### config.mk
export PLATFORM = sky130hd
export DESIGN_NAME = page_frame_replacement_translator
export DESIGN_NICKNAME = d
export VERILOG_FILES = /design/src/hdl/pfrt_pkg.sv /design/src/hdl/pfrt_ctrl.sv /design/src/hdl/pfrt_dp.sv /design/src/hdl/page_frame_replacement_translator.sv
export VERILOG_INCLUDE_DIRS = /design/src /design/src/hdl
export SDC_FILE = /design/constraint.sdc
export NUM_CORES = 2
export LEC_CHECK = 0
export BUFFER_PORTS_ARGS = -buffer_cell sky130_fd_sc_hd__buf_2
export CAP_MARGIN = 25
export CORE_UTILIZATION = 40
export CTS_BUF_LIST = sky130_fd_sc_hd__clkbuf_8
export CTS_CLUSTER_SIZE = 25
export DETAILED_ROUTE_END_ITERATION = 8
export GPL_ROUTABILITY_DRIVEN = 0
export SETUP_SLACK_MARGIN = 0.05
export SLEW_MARGIN = 20
export SYNTH_ARGS = -nofsm -noshare
export SYNTH_HDL_FRONTEND = slang
export SYNTH_SLANG_ARGS = --single-unit
### constraint.sdc
create_clock -name clk -period 8.3 [get_ports clk]
set_input_delay 0.415 -clock clk [delete_from_list [all_inputs] [get_ports clk]]
set_output_delay 0.415 -clock clk [all_outputs]
set_load 0.03 [all_outputs]
### src/hdl/assert_macros.svh
// Assertion shorthands for the RTL; pfrt_dp.sv includes them.
`ifndef ASSERT_MACROS_SVH
`define ASSERT_MACROS_SVH

// Same-cycle implication, checked out of reset.
`define PFRT_ASSERT_IMP(lbl, ante, cons, msg) \
  lbl: assert property (@(posedge clk) disable iff (!rst_n) (ante) |-> (cons)) \
    else $error(msg);

// Next-cycle implication, checked out of reset.
`define PFRT_ASSERT_NXT(lbl, ante, cons, msg) \
  lbl: assert property (@(posedge clk) disable iff (!rst_n) (ante) |=> (cons)) \
    else $error(msg);

`endif

### src/hdl/pfrt_pkg.sv
`default_nettype none
package pfrt_pkg;

  localparam int MAX_FRAMES = 64;
  localparam int FIDX_W     = $clog2(MAX_FRAMES);
  localparam int FCNT_W     = FIDX_W + 1;
  localparam int ADDR_W     = 32;
  localparam int PAGE_W     = 31;
  localparam int CNT_W      = 32;

  typedef enum logic [1:0] {
    REG_OFFSET_BITS   = 2'd0,
    REG_FRAMES_IN_USE = 2'd1,
    REG_POLICY_MODE   = 2'd2
  } reg_idx_t;

  localparam logic POLICY_LRU = 1'b1;

  typedef struct packed {
    logic [31:0] logical_addr;
    logic        write_ref;
  } in_t;

  typedef struct packed {
    logic [31:0] phys_addr;
    logic        was_fault;
    logic        did_evict;
    logic        did_swap_out;
    logic [5:0]  frame_used;
    logic [31:0] fault_total;
    logic [31:0] swap_in_total;
    logic [31:0] swap_out_total;
  } out_t;

  typedef struct packed {
    logic load;
    logic scan;
    logic decide;
    logic mru_rd;
    logic mru_wa;
    logic mru_wb;
  } cmd_t;

  typedef struct packed {
    logic scan_done;
    logic lru;
    logic head_is_frame;
  } sts_t;

  typedef enum logic [6:0] {
    ST_IDLE   = 7'b0000001,
    ST_SCAN   = 7'b0000010,
    ST_DECIDE = 7'b0000100,
    ST_MRU_RD = 7'b0001000,
    ST_MRU_WA = 7'b0010000,
    ST_MRU_WB = 7'b0100000,
    ST_DONE   = 7'b1000000
  } state_t;

  function automatic logic [FCNT_W-1:0] clamp_n(input logic [FCNT_W-1:0] v);
    logic [FCNT_W-1:0] r;
    r = v;
    if (v == '0) r = FCNT_W'(1);
    else if (v > FCNT_W'(MAX_FRAMES)) r = FCNT_W'(MAX_FRAMES);
    return r;
  endfunction

  // Power-up order of the recency chain: each frame links to its index neighbors.
  function automatic logic [FIDX_W-1:0] next_dflt(input logic [FIDX_W-1:0] i,
                                                  input logic [FCNT_W-1:0] n);
    logic [FCNT_W-1:0] ip1;
    ip1 = {1'b0, i} + FCNT_W'(1);
    return (ip1 < n) ? ip1[FIDX_W-1:0] : '0;
  endfunction

  function automatic logic [FIDX_W-1:0] prev_dflt(input logic [FIDX_W-1:0] i);
    return (i != '0) ? i - FIDX_W'(1) : '0;
  endfunction

endpackage
`default_nettype wire

### src/hdl/pfrt_ctrl.sv
`default_nettype none
module pfrt_ctrl (
  input  wire logic           clk,
  input  wire logic           rst_n,
  input  wire logic           start,
  input  wire pfrt_pkg::sts_t sts_i,
  output pfrt_pkg::cmd_t      cmd_o,
  output logic                busy,
  output logic                done_o
);

  pfrt_pkg::state_t state_r, state_nxt;

  always_ff @(posedge clk) begin
    if (!rst_n) begin
      state_r <= pfrt_pkg::ST_IDLE;
    end else begin
      state_r <= state_nxt;
    end
  end

  always_comb begin
    state_nxt = state_r;
    unique case (state_r)
      pfrt_pkg::ST_IDLE:   if (start) state_nxt = pfrt_pkg::ST_SCAN;
      pfrt_pkg::ST_SCAN:   if (sts_i.scan_done) state_nxt = pfrt_pkg::ST_DECIDE;
      pfrt_pkg::ST_DECIDE: begin
        state_nxt = sts_i.lru ? pfrt_pkg::ST_MRU_RD : pfrt_pkg::ST_DONE;
      end
      pfrt_pkg::ST_MRU_RD: begin
        state_nxt = sts_i.head_is_frame ? pfrt_pkg::ST_DONE : pfrt_pkg::ST_MRU_WA;
      end
      pfrt_pkg::ST_MRU_WA: state_nxt = pfrt_pkg::ST_MRU_WB;
      pfrt_pkg::ST_MRU_WB: state_nxt = pfrt_pkg::ST_DONE;
      pfrt_pkg::ST_DONE:   state_nxt = pfrt_pkg::ST_IDLE;
      default:             state_nxt = pfrt_pkg::ST_IDLE;
    endcase
  end

  assign busy         = (state_r != pfrt_pkg::ST_IDLE);
  assign done_o       = (state_r == pfrt_pkg::ST_DONE);
  assign cmd_o.load   = (state_r == pfrt_pkg::ST_IDLE) && start;
  assign cmd_o.scan   = (state_r == pfrt_pkg::ST_SCAN);
  assign cmd_o.decide = (state_r == pfrt_pkg::ST_DECIDE);
  assign cmd_o.mru_rd = (state_r == pfrt_pkg::ST_MRU_RD) && !sts_i.head_is_frame;
  assign cmd_o.mru_wa = (state_r == pfrt_pkg::ST_MRU_WA);
  assign cmd_o.mru_wb = (state_r == pfrt_pkg::ST_MRU_WB);

endmodule
`default_nettype wire

### src/hdl/pfrt_dp.sv
`default_nettype none
`include "assert_macros.svh"
module pfrt_dp (
  input  wire logic           clk,
  input  wire logic           rst_n,
  input  wire pfrt_pkg::in_t  in_data,
  input  wire pfrt_pkg::cmd_t cmd_i,
  input  wire logic           cfg_we,
  input  wire logic [1:0]     cfg_idx,
  input  wire logic [31:0]    cfg_wdata,
  output pfrt_pkg::sts_t      sts_o,
  output pfrt_pkg::out_t      res_o
);

  localparam int FW = pfrt_pkg::FIDX_W;
  localparam int NW = pfrt_pkg::FCNT_W;
  localparam int MF = pfrt_pkg::MAX_FRAMES;

  // Configuration.
  logic [4:0]    ob_r;
  logic [NW-1:0] fiu_r;
  logic          pol_r;

  // Reference being served.
  logic [31:0] addr_r;
  logic        wr_r;

  // Frame table.
  logic [pfrt_pkg::PAGE_W-1:0] fp_mem [MF];
  logic [pfrt_pkg::PAGE_W-1:0] fp_q_r;
  logic [MF-1:0] valid_r, dirty_r;

  // Recency chain; an entry never written since table init reads as index order.
  logic [FW-1:0] nx_mem [MF];
  logic [FW-1:0] pv_mem [MF];
  logic [MF-1:0] nxv_r, pvv_r;
  logic [FW-1:0] nx_q_r, pv_q_r;
  logic          nx_qv_r, pv_qv_r;
  logic [FW-1:0] head_r, tail_r, fifo_r;

  // Scan.
  logic [FW-1:0] idx_r, chk_idx_r, hitf_r, freef_r;
  logic          chk_en_r, chk_vld_r, hit_r, free_r;

  // Result.
  logic [FW-1:0]                frame_r;
  logic                         fault_o_r, evict_r, swout_r;
  logic [pfrt_pkg::CNT_W-1:0]   fault_r, swin_r, swout_cnt_r;

  logic [4:0]    ob;
  logic [NW-1:0] n;
  logic [31:0]   page, offset;
  logic [FW-1:0] victim, dframe, nx_cur, pv_cur;
  logic          evict, swout;
  logic          nx_we, pv_we;
  logic [FW-1:0] nx_wa, nx_wd, pv_wa, pv_wd;

  assign ob     = (ob_r == 5'd0) ? 5'd1 : ob_r;
  assign n      = pfrt_pkg::clamp_n(fiu_r);
  assign page   = addr_r >> ob;
  assign offset = addr_r & ((32'd1 << ob) - 32'd1);

  assign victim = (pol_r == pfrt_pkg::POLICY_LRU) ? tail_r : fifo_r;
  assign evict  = !hit_r && !free_r;
  assign swout  = evict && dirty_r[victim];
  assign dframe = hit_r ? hitf_r : (free_r ? freef_r : victim);

  assign nx_cur = nx_qv_r ? nx_q_r : pfrt_pkg::next_dflt(frame_r, n);
  assign pv_cur = pv_qv_r ? pv_q_r : pfrt_pkg::prev_dflt(frame_r);

  // Unlink the frame first, then put it at the head.
  always_comb begin
    nx_we = 1'b0;
    nx_wa = frame_r;
    nx_wd = head_r;
    pv_we = 1'b0;
    pv_wa = head_r;
    pv_wd = frame_r;
    if (cmd_i.mru_wa) begin
      nx_we = 1'b1;
      nx_wa = pv_cur;
      nx_wd = nx_cur;
      pv_we = (frame_r != tail_r);
      pv_wa = nx_cur;
      pv_wd = pv_cur;
    end else if (cmd_i.mru_wb) begin
      nx_we = 1'b1;
      pv_we = 1'b1;
    end
  end

  always_ff @(posedge clk) begin
    if (cmd_i.scan) fp_q_r <= fp_mem[idx_r];
    if (cmd_i.decide) fp_mem[dframe] <= page[pfrt_pkg::PAGE_W-1:0];
    if (nx_we) nx_mem[nx_wa] <= nx_wd;
    if (pv_we) pv_mem[pv_wa] <= pv_wd;
    if (cmd_i.mru_rd) begin
      nx_q_r <= nx_mem[frame_r];
      pv_q_r <= pv_mem[frame_r];
    end
  end

  always_ff @(posedge clk) begin
    if (cmd_i.load) begin
      addr_r <= in_data.logical_addr;
      wr_r   <= in_data.write_ref;
    end
    if (cmd_i.scan) begin
      chk_idx_r <= idx_r;
      chk_vld_r <= valid_r[idx_r];
    end
    if (cmd_i.mru_rd) begin
      nx_qv_r <= nxv_r[frame_r];
      pv_qv_r <= pvv_r[frame_r];
    end
  end

  always_ff @(posedge clk) begin
    if (!rst_n) begin
      ob_r        <= 5'd12;
      fiu_r       <= NW'(MF);
      pol_r       <= 1'b0;
      valid_r     <= '0;
      dirty_r     <= '0;
      nxv_r       <= '0;
      pvv_r       <= '0;
      head_r      <= '0;
      tail_r      <= FW'(MF - 1);
      fifo_r      <= '0;
      idx_r       <= '0;
      chk_en_r    <= 1'b0;
      hit_r       <= 1'b0;
      free_r      <= 1'b0;
      hitf_r      <= '0;
      freef_r     <= '0;
      frame_r     <= '0;
      fault_o_r   <= 1'b0;
      evict_r     <= 1'b0;
      swout_r     <= 1'b0;
      fault_r     <= '0;
      swin_r      <= '0;
      swout_cnt_r <= '0;
    end else if (cfg_we) begin
      unique case (cfg_idx)
        pfrt_pkg::REG_OFFSET_BITS: ob_r <= cfg_wdata[4:0];
        pfrt_pkg::REG_FRAMES_IN_USE: begin
          fiu_r   <= cfg_wdata[NW-1:0];
          valid_r <= '0;
          dirty_r <= '0;
          nxv_r   <= '0;
          pvv_r   <= '0;
          head_r  <= '0;
          tail_r  <= FW'(pfrt_pkg::clamp_n(cfg_wdata[NW-1:0]) - NW'(1));
          fifo_r  <= '0;
        end
        pfrt_pkg::REG_POLICY_MODE: pol_r <= cfg_wdata[0];
        default: ;
      endcase
    end else begin
      if (cmd_i.load) begin
        idx_r    <= '0;
        chk_en_r <= 1'b0;
        hit_r    <= 1'b0;
        free_r   <= 1'b0;
      end
      if (cmd_i.scan) begin
        idx_r    <= idx_r + FW'(1);
        chk_en_r <= 1'b1;
        // The lowest index wins for both the hit and the free frame.
        if (chk_en_r) begin
          if (chk_vld_r && fp_q_r == page[pfrt_pkg::PAGE_W-1:0] && !hit_r) begin
            hit_r  <= 1'b1;
            hitf_r <= chk_idx_r;
          end
          if (!chk_vld_r && !free_r) begin
            free_r  <= 1'b1;
            freef_r <= chk_idx_r;
          end
        end
      end
      if (cmd_i.decide) begin
        frame_r   <= dframe;
        fault_o_r <= !hit_r;
        evict_r   <= evict;
        swout_r   <= swout;
        if (hit_r) begin
          if (wr_r) dirty_r[dframe] <= 1'b1;
        end else begin
          valid_r[dframe] <= 1'b1;
          dirty_r[dframe] <= wr_r;
          if (fault_r != '1) fault_r <= fault_r + 1'b1;
          if (swin_r != '1) swin_r <= swin_r + 1'b1;
          if (swout && swout_cnt_r != '1) swout_cnt_r <= swout_cnt_r + 1'b1;
          if (evict && pol_r != pfrt_pkg::POLICY_LRU) begin
            fifo_r <= ({1'b0, fifo_r} + NW'(1) == n) ? '0 : fifo_r + FW'(1);
          end
        end
      end
      if (nx_we) nxv_r[nx_wa] <= 1'b1;
      if (pv_we) pvv_r[pv_wa] <= 1'b1;
      if (cmd_i.mru_wa && frame_r == tail_r) tail_r <= pv_cur;
      if (cmd_i.mru_wb) head_r <= frame_r;
    end
  end

  assign sts_o.scan_done     = cmd_i.scan && chk_en_r && ({1'b0, chk_idx_r} == n - NW'(1));
  assign sts_o.lru           = (pol_r == pfrt_pkg::POLICY_LRU);
  assign sts_o.head_is_frame = (head_r == frame_r);

  assign res_o.phys_addr      = ({{(32 - FW){1'b0}}, frame_r} << ob) | offset;
  assign res_o.was_fault      = fault_o_r;
  assign res_o.did_evict      = evict_r;
  assign res_o.did_swap_out   = swout_r;
  assign res_o.frame_used     = 6'(frame_r);
  assign res_o.fault_total    = fault_r;
  assign res_o.swap_in_total  = swin_r;
  assign res_o.swap_out_total = swout_cnt_r;

  `PFRT_ASSERT_IMP(a_swout_needs_evict, swout_r, evict_r && fault_o_r, "swap-out without eviction")
  `PFRT_ASSERT_IMP(a_ptr_range, 1'b1, ({1'b0, fifo_r} < n) && ({1'b0, tail_r} < n), "pointer past frame count")
  `PFRT_ASSERT_NXT(a_frame_resident, cmd_i.decide, valid_r[frame_r], "served frame not valid")

endmodule
`default_nettype wire

### src/hdl/page_frame_replacement_translator.sv
// A request runs from start to out_valid through the frame search and, in LRU mode, a
// recency-chain update unless the frame is already at the head; the next start is taken
// the cycle after out_valid. The search reads one table entry per cycle from the page memory.
// Results are strobed for one cycle; the receiver cannot stall.
// Reset (synchronous, rst_n low) frees all frames, rebuilds the recency chain in index
// order and clears the counters; the block is ready right after reset.
`default_nettype none
module page_frame_replacement_translator (
  input  wire logic            clk,
  input  wire logic            rst_n,
  input  wire logic            start,
  output logic                 busy,
  input  wire pfrt_pkg::in_t   in_data,
  output logic                 out_valid,
  output pfrt_pkg::out_t       out_data,
  input  wire logic            cfg_valid,
  output logic                 cfg_ready,
  input  wire logic [1:0]      cfg_index,
  input  wire logic [31:0]     cfg_wdata
);

  pfrt_pkg::cmd_t cmd;
  pfrt_pkg::sts_t sts;

  assign cfg_ready = 1'b1;

  pfrt_ctrl u_ctrl (
    .clk    (clk),
    .rst_n  (rst_n),
    .start  (start),
    .sts_i  (sts),
    .cmd_o  (cmd),
    .busy   (busy),
    .done_o (out_valid)
  );

  pfrt_dp u_dp (
    .clk       (clk),
    .rst_n     (rst_n),
    .in_data   (in_data),
    .cmd_i     (cmd),
    .cfg_we    (cfg_valid && cfg_ready),
    .cfg_idx   (cfg_index),
    .cfg_wdata (cfg_wdata),
    .sts_o     (sts),
    .res_o     (out_data)
  );

endmodule
`default_nettype wire
==> impl_metrics.py <==
metrics = {
    "outcome": {
        "status": "finished clean",
    },
    "clock_network": {
        "cts_hold_buf": 58,
        "cts_root_buf": "clkbuf_8",
        "insertion_delay_ns": 1.07,
        "post_cts_buffers": 0,
        "numCtsBuffers": 529,
        "htreeDepth": 6,
        "cts.path.max_buffers": 4,
        "cts_tree": "built",
        "clock_sinks": 3257,
        "postCtsResizedCells": 0,
        "path_clk_slew_ns": 0.06,
    },
    "routing": {
        "ant_nets": 0,
        "wire_per_inst_um": 28.9,
        "drt_iter0_drc": 8958,
        "drt-total-wl_um": 366000,
        "route.detailed.drc": 0,
        "vias": 74400,
        "dr.pass1.iters": 9,
        "vias_per_cell": 5.89,
    },
    "sta": {
        "post-route-period-util_pct": 71.8,
        "hold_viol_final": 0,
        "worstMarginPinSlew_ns": 1.13,
        "max-slew-margin-rel_pct": 23.8,
        "finalSetupTns_ns": 0,
        "setup_viol": 0,
        "timing.fmax_ghz": 0.168,
        "hold_ws_ns": 0.0974,
        "drv_slew": 0,
        "rsz0062_at_grt": "no",
        "skew_ns": 0.144,
        "post-route-min-period_ns": 5.96,
    },
    "power_and_ir_drop": {
        "ir_drop_v": 0.000116,
        "p_leak_nw": 45.1,
        "powerDensity_mw_per_mm2": 216,
        "p_clk_share_pct": 40.2,
        "pwr-share-comb_pct": 3.7,
        "switching_power_w": 0.00736,
        "pwr-share-seq_pct": 56.1,
        "power.internal_w": 0.0249,
        "swShare_pct": 22.8,
    },
    "global_route": {
        "grt_use_total_pct": 21.7,
        "grt.met2_usage_pct": 34.0,
        "overflow": 0,
        "use_met1_pct": 30.6,
        "antenna_found_initial": 13,
        "grt_start_max_net_pins": 132,
        "grt_pass1_wl_um": 526000,
        "grt_pass1_vias": 74100,
        "use_met3_pct": 4.35,
        "busiest_layer": "met2",
    },
    "layout": {
        "nNetsFinal": 7970,
        "area_delta_synth_final_pct": 13.1,
        "instances_no_fill": 12600,
        "drive_above_1_share_pct": 26.5,
    },
    "setup_path": {
        "critPathRequiredTime_ns": 8.90,
        "path_class": "register to register",
        "startpoint_type": "register",
        "worstPathArrival_ns": 6.55,
        "worstPathMaxFanout": 31,
        "worst_setup_path_end_kind": "register",
    },
    "place": {
        "portBuffers": 184,
        "post-dp-hpwl_um": 209000,
        "place_inst": 11600,
    },
    "floorplan": {
        "core_area_mm2": 0.328,
        "std_cell_rows": 210,
        "die_y_um": 576,
        "initial_core_util_pct": 40.3,
        "die_w_um": 576,
        "die_area_mm2": 0.332,
        "ios": 211,
    },
    "synthesis": {
        "async_flop_share_pct": 0,
        "synth_edf_count": 2837,
        "avgSynthCellArea_um2": 17.9,
        "ys_warn_count": 0,
        "synth.distinct_cells": 93,
        "yosysSeqAreaShare_pct": 70.9,
        "ys_ff_latch": 3257,
        "synth_ff_type": "edfxtp_1",
        "syn-cell-area_mm2": 0.132,
        "syn_inst": 7355,
    },
    "hold_path": {
        "min_path_type": "input port to register",
    },
    "flow_run": {
        "cap_violations": 0,
    },
}
-- power by group through the flow --
stage / Clock (W) / Combinational (W) / Sequential (W)
2_1_floorplan: 0 / 0.000640 / 0.0184
3_3_place_gp: 0 / 0.00111 / 0.0184
3_5_place_dp: 0 / 0.00116 / 0.0184
4_1_cts: 0.0132 / 0.00119 / 0.0181
5_1_grt: 0.0139 / 0.00126 / 0.0181
6_report: 0.0130 / 0.00120 / 0.0181
-- per-stage QoR --
step                instance area [um^2]  util (%)  setup slack [ns]  power [W]
detailed placement                139000      42.4              2.40     0.0196
floorplan                         132000         -              2.45     0.0190
CTS                               149000      45.6              2.41     0.0325
global placement                  139000      42.4              2.08     0.0195
global route                      149000      45.6              2.05     0.0332
finish                            149000      45.6              2.34     0.0322
-- registers in the layout, indices dropped and copies added, names as in the netlist, 7 cells and up --
name,flops
u_ctrl.state_r,7
u_dp.fp_q_r,31
u_dp.pvv_r,64
u_dp.addr_r,32
u_dp.fault_r,32
u_dp.nxv_r,64
u_dp.dirty_r,64
u_dp.swout_cnt_r,32
u_dp.nx_mem,384
u_dp.pv_mem,384
u_dp.fiu_r,7
u_dp.valid_r,64
u_dp.fp_mem,1984
u_dp.swin_r,32
-- cell families (layout without fill, tap and decap cells) --
group / Yosys count / count (layout) / share of synthesized area [%]
flops: 3257 / 3257 / 70.9
simple gates: 1423 / 1423 / 4.81
mux: 1129 / 1129 / 17.6
compound gates: 923 / 923 / 4.41
buf+inv: 509 / 1431 / 1.49
xor+xnor: 97 / 97 / 0.644
fa+ha+maj: 16 / 16 / 0.152
other cells: 1 / 11 / 0.00284
-- cell usage in the layout (no fill, tap or decap), types with 18 or more instances in the layout --
master | Yosys | routed
a21oi_1 | 189 | 186
dlygate4sd3_1 | 0 | 58
a211oi_1 | 23 | 21
o211ai_1 | 43 | 43
a22oi_1 | 35 | 35
mux4_2 | 948 | 948
clkinv_2 | 0 | 54
nor2_4 | 0 | 38
o21ai_0 | 317 | 311
nand2b_1 | 29 | 29
nand4_1 | 28 | 28
edfxtp_1 | 2837 | 2837
or3_1 | 41 | 41
inv_1 | 52 | 202
mux2i_1 | 154 | 152
a31oi_1 | 46 | 46
a2bb2oi_1 | 37 | 37
buf_4 | 4 | 192
o21bai_1 | 31 | 31
o22ai_1 | 20 | 19
nand2_1 | 433 | 428
clkbuf_8 | 0 | 554
a22o_1 | 23 | 22
xor2_1 | 49 | 49
xnor2_1 | 48 | 48
or2_2 | 18 | 18
mux2_2 | 26 | 26
nor2b_1 | 19 | 19
dfxtp_1 | 420 | 402
buf_2 | 25 | 183
clkinv_1 | 8 | 112
nor2_1 | 534 | 496
and2_1 | 27 | 26
nor3_1 | 95 | 56
nand3_1 | 110 | 109
clkinvlp_4 | 0 | 24
nor3_2 | 1 | 40
and3_1 | 26 | 26
-- per-layer routing --
layer,share of wire [%],vias up
met5,0.0030,-
li1,-,30900
met3,9.0,662
met2,47,3763
met4,3.0,2
met1,42,39000
-- cell type report --
class	count	area, um^2
Antenna cell	9	22.5
Clock buffer	554	7620
Clock inverter	372	2010
Fill cell	27700	178000
Inverter	61	234
Multi-Input combinational cell	3590	37200
Sequential cell	3257	93600
Tap cell	4346	5440
Timing Repair Buffer	444	3150
-- path summary, 6_finish.rpt --
| path | from | end | slack (ns) | cells past startpoint |
|---|---|---|---|---|
| worst max-delay path | u_dp.frame_r[0] | u_dp.pv_mem[61][4] | 2.34 | 12 |
| worst min-delay path | in_data[15] | u_dp.addr_r[14] | 0.1 | 2 |
| worst max register to register | u_dp.frame_r[0] | u_dp.pv_mem[61][4] | 2.34 | 12 |
| worst min register to register | u_dp.nxv_r[46] | u_dp.nxv_r[46] | 0.45 | 2 |
-- worst max-delay path: stages, from the launching register on --
cell and delay, ns:
dfxtp_4 0.75, inv_1 0.40, ha_1 0.46, ha_1 0.30, o31a_1 0.13, o21ai_0 0.07
a21oi_1 0.43, o31ai_1 0.14, mux2i_1 0.73, inv_2 0.43, nor3_1 0.47, nand2_1 0.58
nor2_1 0.65
-- cells in the mapped netlist, types with 12 or more instances --
cell type | count | share of area, %
nor4_1 | 16 | 0.076
o211ai_1 | 43 | 0.24
a21oi_1 | 189 | 0.72
edfxtp_1 | 2837 | 65
nand2b_1 | 29 | 0.14
o21bai_1 | 31 | 0.18
xor2_1 | 49 | 0.33
o21ai_0 | 317 | 1.2
a22oi_1 | 35 | 0.20
and3_1 | 26 | 0.12
nand3_1 | 110 | 0.42
o31ai_1 | 12 | 0.068
or3_1 | 41 | 0.19
or2_2 | 18 | 0.085
mux4_2 | 948 | 16
nand2_1 | 433 | 1.2
mux2i_1 | 154 | 1.2
inv_1 | 52 | 0.15
nor2b_1 | 19 | 0.090
ha_1 | 16 | 0.15
dfxtp_1 | 420 | 6.4
buf_1 | 101 | 0.29
o21ai_1 | 12 | 0.046
a32oi_1 | 12 | 0.080
mux2_2 | 26 | 0.22
nor2_1 | 534 | 1.5
a211oi_1 | 23 | 0.13
a2bb2oi_1 | 37 | 0.25
a22o_1 | 23 | 0.15
nand4_1 | 28 | 0.13
o22ai_1 | 20 | 0.095
a21o_1 | 12 | 0.068
buf_2 | 25 | 0.095
clkbuf_1 | 316 | 0.90
and2_1 | 27 | 0.13
nor3_1 | 95 | 0.36
a31oi_1 | 46 | 0.22
xnor2_1 | 48 | 0.32
Note: power is estimated with default switching activity, not from simulation.
